==> src/rtl/core/nrm_pkg.sv <==
// Shared constants and stage types for the vector normalizer.
package nrm_pkg;

  localparam int CW      = 24;              // component width
  localparam int SUM_W   = 2 * CW;          // sum of squares
  localparam int RAD_W   = SUM_W + 16;      // radicand, sum << 16
  localparam int ROOT_W  = RAD_W / 2;       // magnitude, Q.8
  localparam int REM_W   = ROOT_W + 2;      // root remainder
  localparam int QW      = 17;              // quotient bits, up to 65536
  localparam int UNIT_W  = 18;              // Q1.16 result
  localparam int LEN_W   = 32;              // length port width
  localparam int DVD_W   = CW + 24;         // component << 24
  localparam int LATENCY = 3 + ROOT_W + QW + 1;
  localparam logic [QW-1:0] UNIT_ONE = QW'(65536);

  typedef struct packed {
    logic                 vld;
    logic                 zero;
    logic [2:0]           neg;
    logic [2:0][CW-1:0]   mag;
    logic [RAD_W-1:0]     rad;
    logic [REM_W-1:0]     rem;
    logic [ROOT_W-1:0]    root;
  } nrm_sqrt_t;

  typedef struct packed {
    logic                   vld;
    logic                   zero;
    logic [2:0]             neg;
    logic [ROOT_W-1:0]      len;
    logic [2:0][ROOT_W-1:0] rem;
    logic [2:0][QW-1:0]     dvd;
    logic [2:0][QW-1:0]     quo;
  } nrm_div_t;

endpackage

==> src/rtl/core/nrm_sqrt_cell.sv <==
// One digit cell of the square root chain: one root bit per cycle.
module nrm_sqrt_cell import nrm_pkg::*; (
  input  logic      clk,
  input  logic      rst,
  input  nrm_sqrt_t din,
  output nrm_sqrt_t dout
);

  logic [REM_W+1:0] wide;
  logic [REM_W+1:0] trial;
  logic [REM_W+1:0] diff;
  logic             fit;

  always_comb begin
    wide  = {din.rem, din.rad[RAD_W-1 -: 2]};
    trial = {2'b00, din.root, 2'b01};
    diff  = wide - trial;
    fit   = (wide >= trial);
  end

  always_ff @(posedge clk) begin
    if (rst) begin
      dout.vld <= 1'b0;
    end else begin
      dout.vld <= din.vld;
    end
    dout.zero <= din.zero;
    dout.neg  <= din.neg;
    dout.mag  <= din.mag;
    dout.rad  <= {din.rad[RAD_W-3:0], 2'b00};
    dout.rem  <= fit ? diff[REM_W-1:0] : wide[REM_W-1:0];
    dout.root <= {din.root[ROOT_W-2:0], fit};
  end

endmodule

==> config.mk <==
export PLATFORM = sky130hd
export DESIGN_NAME = nrm_sqrt_cell
export DESIGN_NICKNAME = d
export VERILOG_FILES = /design/src/rtl/core/nrm_pkg.sv /design/src/rtl/core/nrm_sqrt_cell.sv
export SDC_FILE = /design/constraint.sdc
export NUM_CORES = 1
export LEC_CHECK = 0
export ABC_AREA = 1
export ABC_CLOCK_PERIOD_IN_PS = 1830
export BUFFER_PORTS_ARGS = -buffer_cell sky130_fd_sc_hd__buf_2
export CAP_MARGIN = 5
export CORE_AREA = 3 3 160 162
export DETAILED_ROUTE_END_ITERATION = 6
export DIE_AREA = 0 0 163 165
export PLACE_DENSITY = 0.65
export REMOVE_ABC_BUFFERS = 1
export SYNTH_ARGS = -nofsm -noshare
export SYNTH_HDL_FRONTEND = slang
export SYNTH_SLANG_ARGS = --single-unit
==> constraint.sdc <==
create_clock -name clk -period 1.83 [get_ports clk]
set_input_delay 0.0915 -clock clk [delete_from_list [all_inputs] [get_ports clk]]
set_output_delay 0.0915 -clock clk [all_outputs]
set_load 0.1 [all_outputs]
Word-level counts from Yosys, hierarchy flattened
Index checks and enable logic that the tools add are counted.

word-level totals
  register bits = 205
  input port bits = 209
  word-level logic and storage cells = 12
  output and inout bits = 207

operators by class
  add/sub/neg operators = 1
  $lt $le $gt $ge = 1
  mux-type cells = 1

operator list
  operator                                          number
  36-bit by 34-bit >= comparator with 1-bit output  1
  34-bit two-way mux                                1
  34-bit subtractor                                 1

Longest topological paths before layout
  word-level depth = 2
  depth in mapped cells = 16
  gate-level depth less buffers = 15

Least setup slack after synthesis
OpenSTA, ideal clock, no wires.

  kind = input -> register
  start = input port din[16] (netlist name)
  end = register dout[57] (netlist name)
  stages = 15
  data required time = 1,717 ps
  path slack = 245 ps
  setup time = 113 ps
  path buffers = 1
  arrival = 1,471 ps
  cells stage by stage = inv_1 > ha_1 > nand2_1 > inv_1 > nand2_1 > nand2_1 > inv_1 > nand2_1 > a21oi_2 > nand2_1 > nand2_2 > nand2_8 > buf_4 > nand3_1 > nand2_1

between the ends
  word-level cells in the longest chain between the ends = 2
  elaborated cells on any way between the ends = 3
  classes of those cells = 1 x add/sub; 1 x order compare; 1 x mux

ends and longest elaborated chain
  element                                                                                       RTL line                                  RTL
  start: declaration                                                                            nrm_sqrt_cell.sv:5                        input nrm_sqrt_t din,
  34-bit subtractor / 36-bit by 34-bit >= comparator with 1-bit output (equally long branches)  nrm_sqrt_cell.sv:17, nrm_sqrt_cell.sv:18
  34-bit two-way mux *                                                                          nrm_sqrt_cell.sv:31                       dout.rem <= fit ? diff[REM_W-1:0] : wide[REM_W-1:0];
  end: declaration                                                                              nrm_sqrt_cell.sv:6                        output nrm_sqrt_t dout

Every way passes the cells marked *; elsewhere a longest branch is shown, timed or not.
A chain may end at the register's enable or synchronous reset.

Final worst setup path
  start = input port din[63] (netlist name)
  end = register dout[33] (netlist name)

between the ends
  word-level cells in the longest chain between the ends = 2

ends and longest elaborated chain
  element                                           RTL line             RTL
  36-bit by 34-bit >= comparator with 1-bit output  nrm_sqrt_cell.sv:18  fit = (wide >= trial);
  34-bit two-way mux                                nrm_sqrt_cell.sv:31

Every way passes these cells.

==> flow_summary.ini <==
[status]
outcome = complete, no violations

[logic_synthesis]
yosys-mux-area-fraction_pct = 0
post_synth_main_area_contributors = sky130_fd_sc_hd__dfxtp_1, sky130_fd_sc_hd__nand2_1, sky130_fd_sc_hd__inv_1, sky130_fd_sc_hd__ha_1, sky130_fd_sc_hd__nor2_1
number_of_synthesized_register_bits = 205
synthesis.area_sq_um = 7190
synth_top_flop_cell = sky130_fd_sc_hd__dfxtp_1
yosys_warnings = 0
synth-edff-count = 0
synth.avg_cell_area_sq_um = 8.42
synth.yosys.seq_area_share_pct = 57.1
post_synth_fa_ha_maj_area_fraction_pct = 5.92
netlist-cell-type-count = 25
synth-xor-area-share_pct = 2.19
synth_compound_gate_area_share_pct = 3.17
fraction_of_synthesized_cell_area_taken_by_the_top_area_cell_type_pct = 57.1
yosys.area.top_type = sky130_fd_sc_hd__dfxtp_1
largest_family_of_logic_cells_by_synthesized_area = simple AND/OR/NAND/NOR gates
syn-instance-count = 854
yosysMostFrequentCell = sky130_fd_sc_hd__nand2_1
synth_simple_gate_area_share_pct = 23.2
synth-async-reset-ratio_pct = 0
synth.cells.most_frequent = sky130_fd_sc_hd__nand2_1, sky130_fd_sc_hd__dfxtp_1, sky130_fd_sc_hd__inv_1, sky130_fd_sc_hd__nor2_1, sky130_fd_sc_hd__nand3_1

[finish]
syn_to_layout_area_delta_pct = 81.8
final_core_util_pct = 53.9
flip_flop_count_of_the_largest_register_all_copies_and_words_added = 205
finalInstanceArea_sq_um = 13100
largest_registers = dout: 205 flops
drive_above_1_share_pct = 34.9
nFillCells = 2264
nets = 1825
largest_register = dout
layoutNonFillerInstCount = 1923

[pwr]
cellLeakagePower_nw = 7.07
cellPowerDensity_nw_per_um2 = 1090
worst_ir_drop_vdd_mv = 0.714

[route]
wire_per_inst_um = 16.9
count_of_antenna_violating_nets_left_after_detailed_routing = 0
vias = 7956
postRouteWirelength_um = 32500
vias_per_cell = 4.14
drcViolationCount = 0
number_of_iterations_in_the_first_detailed_routing_pass = 5
first_iter_violations = 350

[global_route]
grt_overflow = 0
initial_antenna_violation_count = 8
grt.met3_usage_pct = 6.30
grt_max_degree = 34
global_route_wire_length_before_repair_um = 46900
first_global_vias = 8261
grt_use_met2_pct = 40.3
grt.busiest_layer = met2
grt_util_met1_pct = 27.4
grtUsageTotal_pct = 23.0

[clocking]
cts_root_buf = sky130_fd_sc_hd__clkbuf_16
clk_pin_slew_ns = 0.06
clock_sink_count = 205
htreeDepth = 1
tritoncts_buffer_count = 22
clock_tree_from_tritoncts = done
clockBufferDepth = 3

[sta]
timing_worst_slew_pin_value_ns = 0.596
layout_min_cycle_time_ns = 1.62
grt_setup_unrepaired = false
post-route-period-util_pct = 88.3
finalHoldViolations = 0
slew_headroom_pct = 60.6
fmaxAchievable_mhz = 619
report.final.setup_viol = 0
maxSlewViolCount = 0
post-route-worst-setup-slack_ns = 0.215
whs_ns = 0.0469

[floorplan]
floorplan.io_pins = 416
rows = 57
die_height_um = 165
design.core.area_sq_um = 24200
initial_core_util_pct = 29.6
dieArea_sq_um = 26900
fp.dieW_um = 163

[worst_setup_path]
path_class = input pin to flop
setup.worst_path.end_class = flop
timing.critical_path.fanout_max = 13
arrival_ns = 2.00
setup.worst_path.start_class = input pin
crit_required_ns = 2.21

[placement]
finalWeightedCongestion = 0.892
place.port_buffers = 413
detailedPlacementHpwl_um = 24900
place.detailed.instances = 1677
pre_cts_ws_ns = -0.194
dpl-instance-area_sq_um = 10300

[min_path]
timing.hold.worst_path_depth = 4
hp-class = input pin to flop

[flow_run]
cap_violations = 0
cells in the final DEF (no fill, tap or decap), drive strengths merged:
master       instances
buf                506
nand2              289
dfxtp              205
dlygate4sd3        205
inv                141
nor2                60
nand3               40
ha                  34
clkbuf              34
a21oi               26
xor2                15
o21ai               12
nand4                6
clkinv               5
o21bai               4
nand3b               4
nor3                 3
xnor2                3
and2                 2
conb                 2
diode                1
nor4                 1
clkinvlp             1
cell type report:
cell class / count / area [sq um] / share of cell area, %
inverters: 141 / 534 / 4.09
well taps: 324 / 405 / 3.10
clock inverters: 6 / 40.0 / 0.306
flip-flops and latches: 205 / 4100 / 31.4
clock buffers: 34 / 667 / 5.10
repair buffers: 711 / 4830 / 37.0
diodes: 1 / 2.50 / 0.0192
multi-input cells: 501 / 2480 / 19.0
per-stage QoR:
step,power [mW],TNS [ns]
after global routing,14.7,0
after global placement,9.55,-4.27
after floorplan,8.38,0
after CTS,14.3,0
final,14.2,0
after detailed placement,9.57,-6.05
critical path, stage by stage:
cell and delay (ns):
sky130_fd_sc_hd__dlygate4sd3_1 0.52, sky130_fd_sc_hd__buf_2 0.13, sky130_fd_sc_hd__ha_1 0.32, sky130_fd_sc_hd__a21oi_1 0.16, sky130_fd_sc_hd__nand2_1 0.08, sky130_fd_sc_hd__nor2_2 0.23
sky130_fd_sc_hd__nand2_8 0.09, sky130_fd_sc_hd__buf_4 0.20, sky130_fd_sc_hd__nand2_1 0.08, sky130_fd_sc_hd__o21ai_0 0.10
report_power, final:
group	total, mW	switching, mW	internal [mW]
clock	4.33	1.82	2.51
sequential	4.91	0.0895	4.82
combinational	4.95	3.72	1.23
total	14.2	5.63	8.56
cell families after synthesis:
family / after synthesis
xor+xnor: 18
buf+inv: 149
simple gates: 405
fa+ha+maj: 34
compound gates: 42
other cells: 1
flops: 205
routing by layer:
layer,vias to the layer above,part of all wire (%)
met5,-,0.28
met4,14,3.4
met3,78,8.0
met2,300,47
met1,3517,41
li1,4047,-
timing repair:
item | in CTS | in global routing
buffers inserted | 0 | 0
endpoints found under the setup margin | 0 | 10
endpoints found under the hold margin | 203 | 0
resized for setup | 0 | 1
hold buffers | 205 | 0
worst paths after layout:
kind | slack, ns | to | start
setup / recovery | 0.21 | dout[33]$_DFF_P_ | din[63]
hold / removal | 0.05 | dout[33]$_DFF_P_ | din[129]
Note: power is estimated with default switching activity, not from simulation.
