`config.mk`:
```
export PLATFORM = sky130hd
export DESIGN_NAME = nrm_div_cell
export DESIGN_NICKNAME = d
export VERILOG_FILES = /design/src/rtl/core/nrm_pkg.sv /design/src/rtl/core/nrm_div_cell.sv
export SDC_FILE = /design/constraint.sdc
export NUM_CORES = 1
export LEC_CHECK = 0
export CORE_MARGIN = 2
export CORE_UTILIZATION = 30
export CTS_CLUSTER_SIZE = 8
export DETAILED_ROUTE_END_ITERATION = 16
export DONT_BUFFER_PORTS = 1
export SETUP_SLACK_MARGIN = 0.02
export SLEW_MARGIN = 10
export SYNTH_ARGS = -nofsm -noshare
export SYNTH_HDL_FRONTEND = slang
export SYNTH_SLANG_ARGS = --single-unit
```
`constraint.sdc`:
```
create_clock -name clk -period 4.35 [get_ports clk]
set_input_delay 0.6525 -clock clk [delete_from_list [all_inputs] [get_ports clk]]
set_output_delay 0.6525 -clock clk [all_outputs]
set_load 0.1 [all_outputs]
```
`src/rtl/core/nrm_pkg.sv`:
```
// Shared constants and stage types for the vector normalizer.
package nrm_pkg;

  localparam int CW      = 24;              // component width
  localparam int SUM_W   = 2 * CW;          // sum of squares
  localparam int RAD_W   = SUM_W + 16;      // radicand, sum << 16
  localparam int ROOT_W  = RAD_W / 2;       // magnitude, Q.8
  localparam int REM_W   = ROOT_W + 2;      // root remainder
  localparam int QW      = 17;              // quotient bits, up to 65536
  localparam int UNIT_W  = 18;              // Q1.16 result
  localparam int LEN_W   = 32;              // length port width
  localparam int DVD_W   = CW + 24;         // component << 24
  localparam int LATENCY = 3 + ROOT_W + QW + 1;
  localparam logic [QW-1:0] UNIT_ONE = QW'(65536);

  typedef struct packed {
    logic                 vld;
    logic                 zero;
    logic [2:0]           neg;
    logic [2:0][CW-1:0]   mag;
    logic [RAD_W-1:0]     rad;
    logic [REM_W-1:0]     rem;
    logic [ROOT_W-1:0]    root;
  } nrm_sqrt_t;

  typedef struct packed {
    logic                   vld;
    logic                   zero;
    logic [2:0]             neg;
    logic [ROOT_W-1:0]      len;
    logic [2:0][ROOT_W-1:0] rem;
    logic [2:0][QW-1:0]     dvd;
    logic [2:0][QW-1:0]     quo;
  } nrm_div_t;

endpackage

```
`src/rtl/core/nrm_div_cell.sv`:
```
// One cell of the divider chain: one quotient bit per lane per cycle.
module nrm_div_cell import nrm_pkg::*; (
  input  logic     clk,
  input  logic     rst,
  input  nrm_div_t din,
  output nrm_div_t dout
);

  logic [2:0][ROOT_W:0] wide;
  logic [2:0][ROOT_W:0] diff;
  logic [2:0]           fit;

  always_comb begin
    for (int i = 0; i < 3; i++) begin
      wide[i] = {din.rem[i], din.dvd[i][QW-1]};
      diff[i] = wide[i] - {1'b0, din.len};
      fit[i]  = (wide[i] >= {1'b0, din.len});
    end
  end

  always_ff @(posedge clk) begin
    if (rst) begin
      dout.vld <= 1'b0;
    end else begin
      dout.vld <= din.vld;
    end
    dout.zero <= din.zero;
    dout.neg  <= din.neg;
    dout.len  <= din.len;
    for (int i = 0; i < 3; i++) begin
      dout.rem[i] <= fit[i] ? diff[i][ROOT_W-1:0] : wide[i][ROOT_W-1:0];
      dout.dvd[i] <= {din.dvd[i][QW-2:0], 1'b0};
      dout.quo[i] <= {din.quo[i][QW-2:0], fit[i]};
    end
  end

endmodule

```
==> Yosys cells after proc, flatten, opt, wreduce, memory -nomap -nowiden <==
Index checks and enable logic that the tools add are counted.
{ "classes": {"muxes": 3, "n_lt_le_gt_ge": 3, "add_sub_neg": 3} }
{ "ops": {"columns": ["cell", "count"], "rows": [
  ["33-bit by 32-bit greater-or-equal comparator with 1-bit output", 3],
  ["32-bit 2-to-1 mux", 3],
  ["32-bit subtractor", 3]
]} }
{ "word_totals": {"output_inout_bits": 235, "regBits": 232, "inputBits": 237} }

==> Longest topological paths before layout <==
{ "logic_depth": {"ltp_word": 2, "mapped_depth": 14, "ltp_nobuf": 12} }

==> Least setup slack after synthesis <==
Ideal clock, no wire load.
{ "synth_timing": {"path_type": "input to register", "startpoint": "in din[204] (netlist name)", "endpoint": "reg dout[138] (netlist name)", "cell_stages": 12, "arrival_time_ps": 3497, "required_ps": 4229, "setup_slack_ps": 732, "setup_ps": 121, "cell_sequence": "inv_1 ha_1 a2111o_1 o211a_1 o41ai_4 o311ai_1 o211ai_2 a211oi_1 or4_1 buf_6 buf_12 mux2_4"} }
{ "synth_between": {"elab_chain_cells": 2} }
{ "synth_rtl": {"columns": ["item", "line", "text"], "rows": [
  ["start, declared", "nrm_div_cell.sv:5", "input nrm_div_t din,"],
  ["33-bit by 32-bit greater-or-equal comparator with 1-bit output", "nrm_div_cell.sv:17", "fit[i] = (wide[i] >= {1'b0, din.len});"],
  ["32-bit 2-to-1 mux", "nrm_div_cell.sv:31", "dout.rem[i] <= fit[i] ? diff[i][ROOT_W-1:0] : wide[i][ROOT_W-1:0];"],
  ["end, declared", "nrm_div_cell.sv:6", "output nrm_div_t dout"]
]} }
No other way between the ends.
A chain may end at the register's enable or synchronous reset.

==> Worst setup path in the final report <==
{ "layout_timing": {"startpoint": "in din[204] (netlist name)", "endpoint": "reg dout[141] (netlist name)"} }
{ "layout_between": {"elab_chain_cells": 2, "elab_cells_between_ends": 3, "classes_between": "1 x add/sub; 1 x order compare; 1 x mux"} }
{ "layout_rtl": {"columns": ["item", "line"], "rows": [
  ["32-bit subtractor or 33-bit by 32-bit greater-or-equal comparator with 1-bit output (tied branches)", "nrm_div_cell.sv:16, nrm_div_cell.sv:17"],
  ["32-bit 2-to-1 mux *", "nrm_div_cell.sv:31"]
]} }
Mark *: on every way between the ends. The rest lies on a longest branch, timed or not.

==> results.txt <==
----------------------------------------------------
[Worst setup path]
  CP startpoint kind ... primary input
  Crit Path Category ... primary input to flip-flop
  Data required, critical path ... 4.75 ns
  Category of the worst setup path capture point ... flip-flop
  Endpoint arrival time on the critical path ... 3.93 ns
  Top fanout value on the critical path ... 24

[Timing]
  Final number of max-transition violations ... 0
  Unrepaired setup endpoints after global routing ... false
  Slew @ Worst Pin ... about 1.1 ns
  Slew HR ... 0.263
  Setup Viol. Count Final ... 0
  Final TNS setup ... 0 ns
  Number of hold violations in the final report ... 0
  Min Clock Period, post-route ... 3.53 ns
  Final critical-path share of the clock period ... 0.812
  Highest Clock Rate ... 0.283 GHz
  Post-layout worst setup margin ... 0.820 ns

[Power]
  LEAKAGE ... 5.45 nW
  Pwr dens ... approximately 650 nW/µm²
  VDD IR max ... between 0.3 and 0.4 mV

[Floorplanning]
  Row count ... 70
  Die span in y ... slightly below 200 µm
  Boundary pin count ... 472
  Starting density of the core ... 0.303
  Full die area ... 38500 µm²
  Horizontal die dimension ... about 200 µm
  Core footprint ... 36500 µm²

[Detailed routing]
  Aggregate routed wire length ... 42.4 mm
  Number of nets with antenna violations after routing ... 0
  Average wire per cell in the routed design ... 25.9 µm
  Number of design rule violations left after detail routing ... 0
  Vias after detailed routing ... 8629
  Vias per cell ... around 5.3
  First-iteration detailed-routing DRC count ... 449
  Number of search-and-repair iterations in the first detailed-routing pass ... 6

[Global routing]
  Overflow after GRT ... 0
  Pin count of the biggest net entering global routing ... 54
  Wire length of the first global-routing pass ... slightly below 60 mm
  Via count of the first global-routing pass ... between 8k and 9k
  Global-route usage over all layers ... 0.212
  Antenna violations before repair ... 2

[Place]
  Detail Placement HPWL ... 35.1 mm
  Weighted congestion at the end of routability-driven global placement ... 0.890
  Number of placed instances, taps included ... 1591
  Pre-CTS setup slack ... 0.282 ns
  Port bufs ... 0

[Final layout]
  Share of cells above drive strength 1 ... 0.117
  Area of all sequential standard cells ... about 4600 µm²
  Top register by number of flip-flops ... dout
  Area growth, synth to finish ... 14.2%
  Post-route insts no fill ... about 1.6k
  Layout filler cell count ... 3650
  Net count, final ... 1497
  Flip-flop count of the largest register, all copies and words added ... around 230
  Largest regs ... dout: 232 flops
  Multi-input combinational cell area ... just over 6000 µm²

[Flow run]
  # Max-Cap Violations ... 0

[Clock tree]
  Number of buffers added for setup after CTS ... 0
  Sinks on the clock net ... ~230
  Clock tree root buffer cell ... sky130_fd_sc_hd__clkbuf_16
  Number of buffers between clock root and the deepest sink ... 3
  Number of buffers added by the clock tree synthesis step ... 36
  CTS H-tree lvls ... 2
  Post-CTS Hold Fix Bufs ... 0
  Quantity of gates resized following cts ... 0
  CTS clock-pin slew for the worst setup and hold paths ... 0.05 ns
  CTS tree ... built

[Synth]
  Most common flop cell mapped by yosys ... sky130_fd_sc_hd__dfxtp_1
  #FFs+latches synth ... 232
  Commonest cells post-synth ... sky130_fd_sc_hd__dfxtp_1, sky130_fd_sc_hd__ha_1, sky130_fd_sc_hd__nand2_1
  Number of flops mapped to enable cells by yosys ... 0
  Yosys top cell area share ... 0.419
  Compound-cell area share of the yosys netlist ... 0.166
  XOR/XNOR Fraction of Synth Area ... 0.0656
  Area of the mapped netlist ... about 11000 µm²
  Synthesized-area fraction occupied by and/or/nand/nor cells ... 0.121
  Area leader, netlist ... sky130_fd_sc_hd__dfxtp_1
  Mux cell area share after synthesis ... 0.0756
  Synthesized area divided by synthesized cell count ... 9.70 µm²
  Fraction of synthesis flops using an asynchronous set or reset pin ... 0
  Synthesized instance count ... 1143
  Combinational family with the most area after synthesis ... compound AO/OA/AOI/OAI gates
  Synth Warn # ... 0
  Register area share after synthesis ... 0.419
  Area contributors post-synth ... sky130_fd_sc_hd__dfxtp_1, sky130_fd_sc_hd__ha_1, sky130_fd_sc_hd__xnor2_1
  Post-Synth Adder-Cell Area ... 0.114
  Most frequently used cell type in the post-synthesis netlist ... sky130_fd_sc_hd__dfxtp_1
  Synth cell types ... 69

[Worst hold path]
  Hold crit path type ... primary input to flip-flop
  Worst Hold Path Cells ... 0

[Outcome]
  Outcome ... complete, no violations

----------------------------------------------------
## critical path: stages
cell and delay [ns]:
sky130_fd_sc_hd__inv_1 0.14, sky130_fd_sc_hd__ha_1 0.34, sky130_fd_sc_hd__a2111oi_2 0.44, sky130_fd_sc_hd__a211oi_1 0.09, sky130_fd_sc_hd__o211a_1 0.18, sky130_fd_sc_hd__o41ai_4 0.40, sky130_fd_sc_hd__o311ai_1 0.17, sky130_fd_sc_hd__o211ai_2 0.15
sky130_fd_sc_hd__a211oi_1 0.10, sky130_fd_sc_hd__or4_2 0.68, sky130_fd_sc_hd__buf_12 0.22, sky130_fd_sc_hd__mux2_4 0.31
## final timing paths
| path | from | to | slack, ns |
|---|---|---|---|
| worst min-delay path | din[229] | dout[229]$_DFF_P_ | 0.14 |
| worst max-delay path | din[204] | dout[141]$_DFF_P_ | 0.82 |
## report_power, final
part | internal, mW | total, mW | switching [mW]
combinational | 0.524 | 1.15 | 0.624
sequential | 2.40 | 4.49 | 2.09
clock | 1.57 | 2.55 | 0.979
total | 4.49 | 8.19 | 3.70
## per-layer routing
layer	track usage	routed length, µm	share of wire
met1	0.223	15800	0.37
met2	0.386	21500	0.51
met3	0.0823	3750	0.088
met4	0.0735	1330	0.031
met5	0	19	0.00045
## through the flow
step                utilization  hold slack (ns)  total power, mW  area (µm²)
detailed placement        0.319            0.680             5.68       11600
floorplan                     -            0.680             5.33       11100
global placement          0.319            0.680             5.68       11600
CTS                       0.347            0.102             8.28       12700
global route              0.347            0.109             8.49       12700
finish                    0.347            0.141             8.19       12700
## logic make-up after synthesis
kind of cell / after synthesis
simple gates: 279
other cells: 1
fa+ha+maj: 99
mux: 66
xor+xnor: 83
flops: 232
buf+inv: 95
compound gates: 288
## cells in the final DEF, fill, tap and decap left out, types with 13 or more instances in the layout
master,count
sky130_fd_sc_hd__nand2_1,88
sky130_fd_sc_hd__ha_1,96
sky130_fd_sc_hd__buf_4,14
sky130_fd_sc_hd__nand4_1,17
sky130_fd_sc_hd__nand3_1,28
sky130_fd_sc_hd__xor2_1,32
sky130_fd_sc_hd__a21oi_1,80
sky130_fd_sc_hd__nor3_1,18
sky130_fd_sc_hd__nor2_1,60
sky130_fd_sc_hd__mux2_4,27
sky130_fd_sc_hd__inv_1,56
sky130_fd_sc_hd__clkbuf_16,37
sky130_fd_sc_hd__and2_1,13
sky130_fd_sc_hd__dfxtp_1,232
sky130_fd_sc_hd__o21ai_0,78
sky130_fd_sc_hd__xnor2_1,51
sky130_fd_sc_hd__mux2_2,34
sky130_fd_sc_hd__a211oi_1,13
sky130_fd_sc_hd__o21bai_1,16
sky130_fd_sc_hd__a21o_1,29
## area by class of cell
type / instances / share of cell area
inverters: 56 / 0.0166
clock buffers: 41 / 0.0775
multi-input cells: 818 / 0.477
clock inverters: 4 / 0.00237
well taps: 468 / 0.0463
flip-flops and latches: 232 / 0.367
diodes: 1 / 0.000198
repair buffers: 17 / 0.0130
Power figures use the tool's default switching activity.
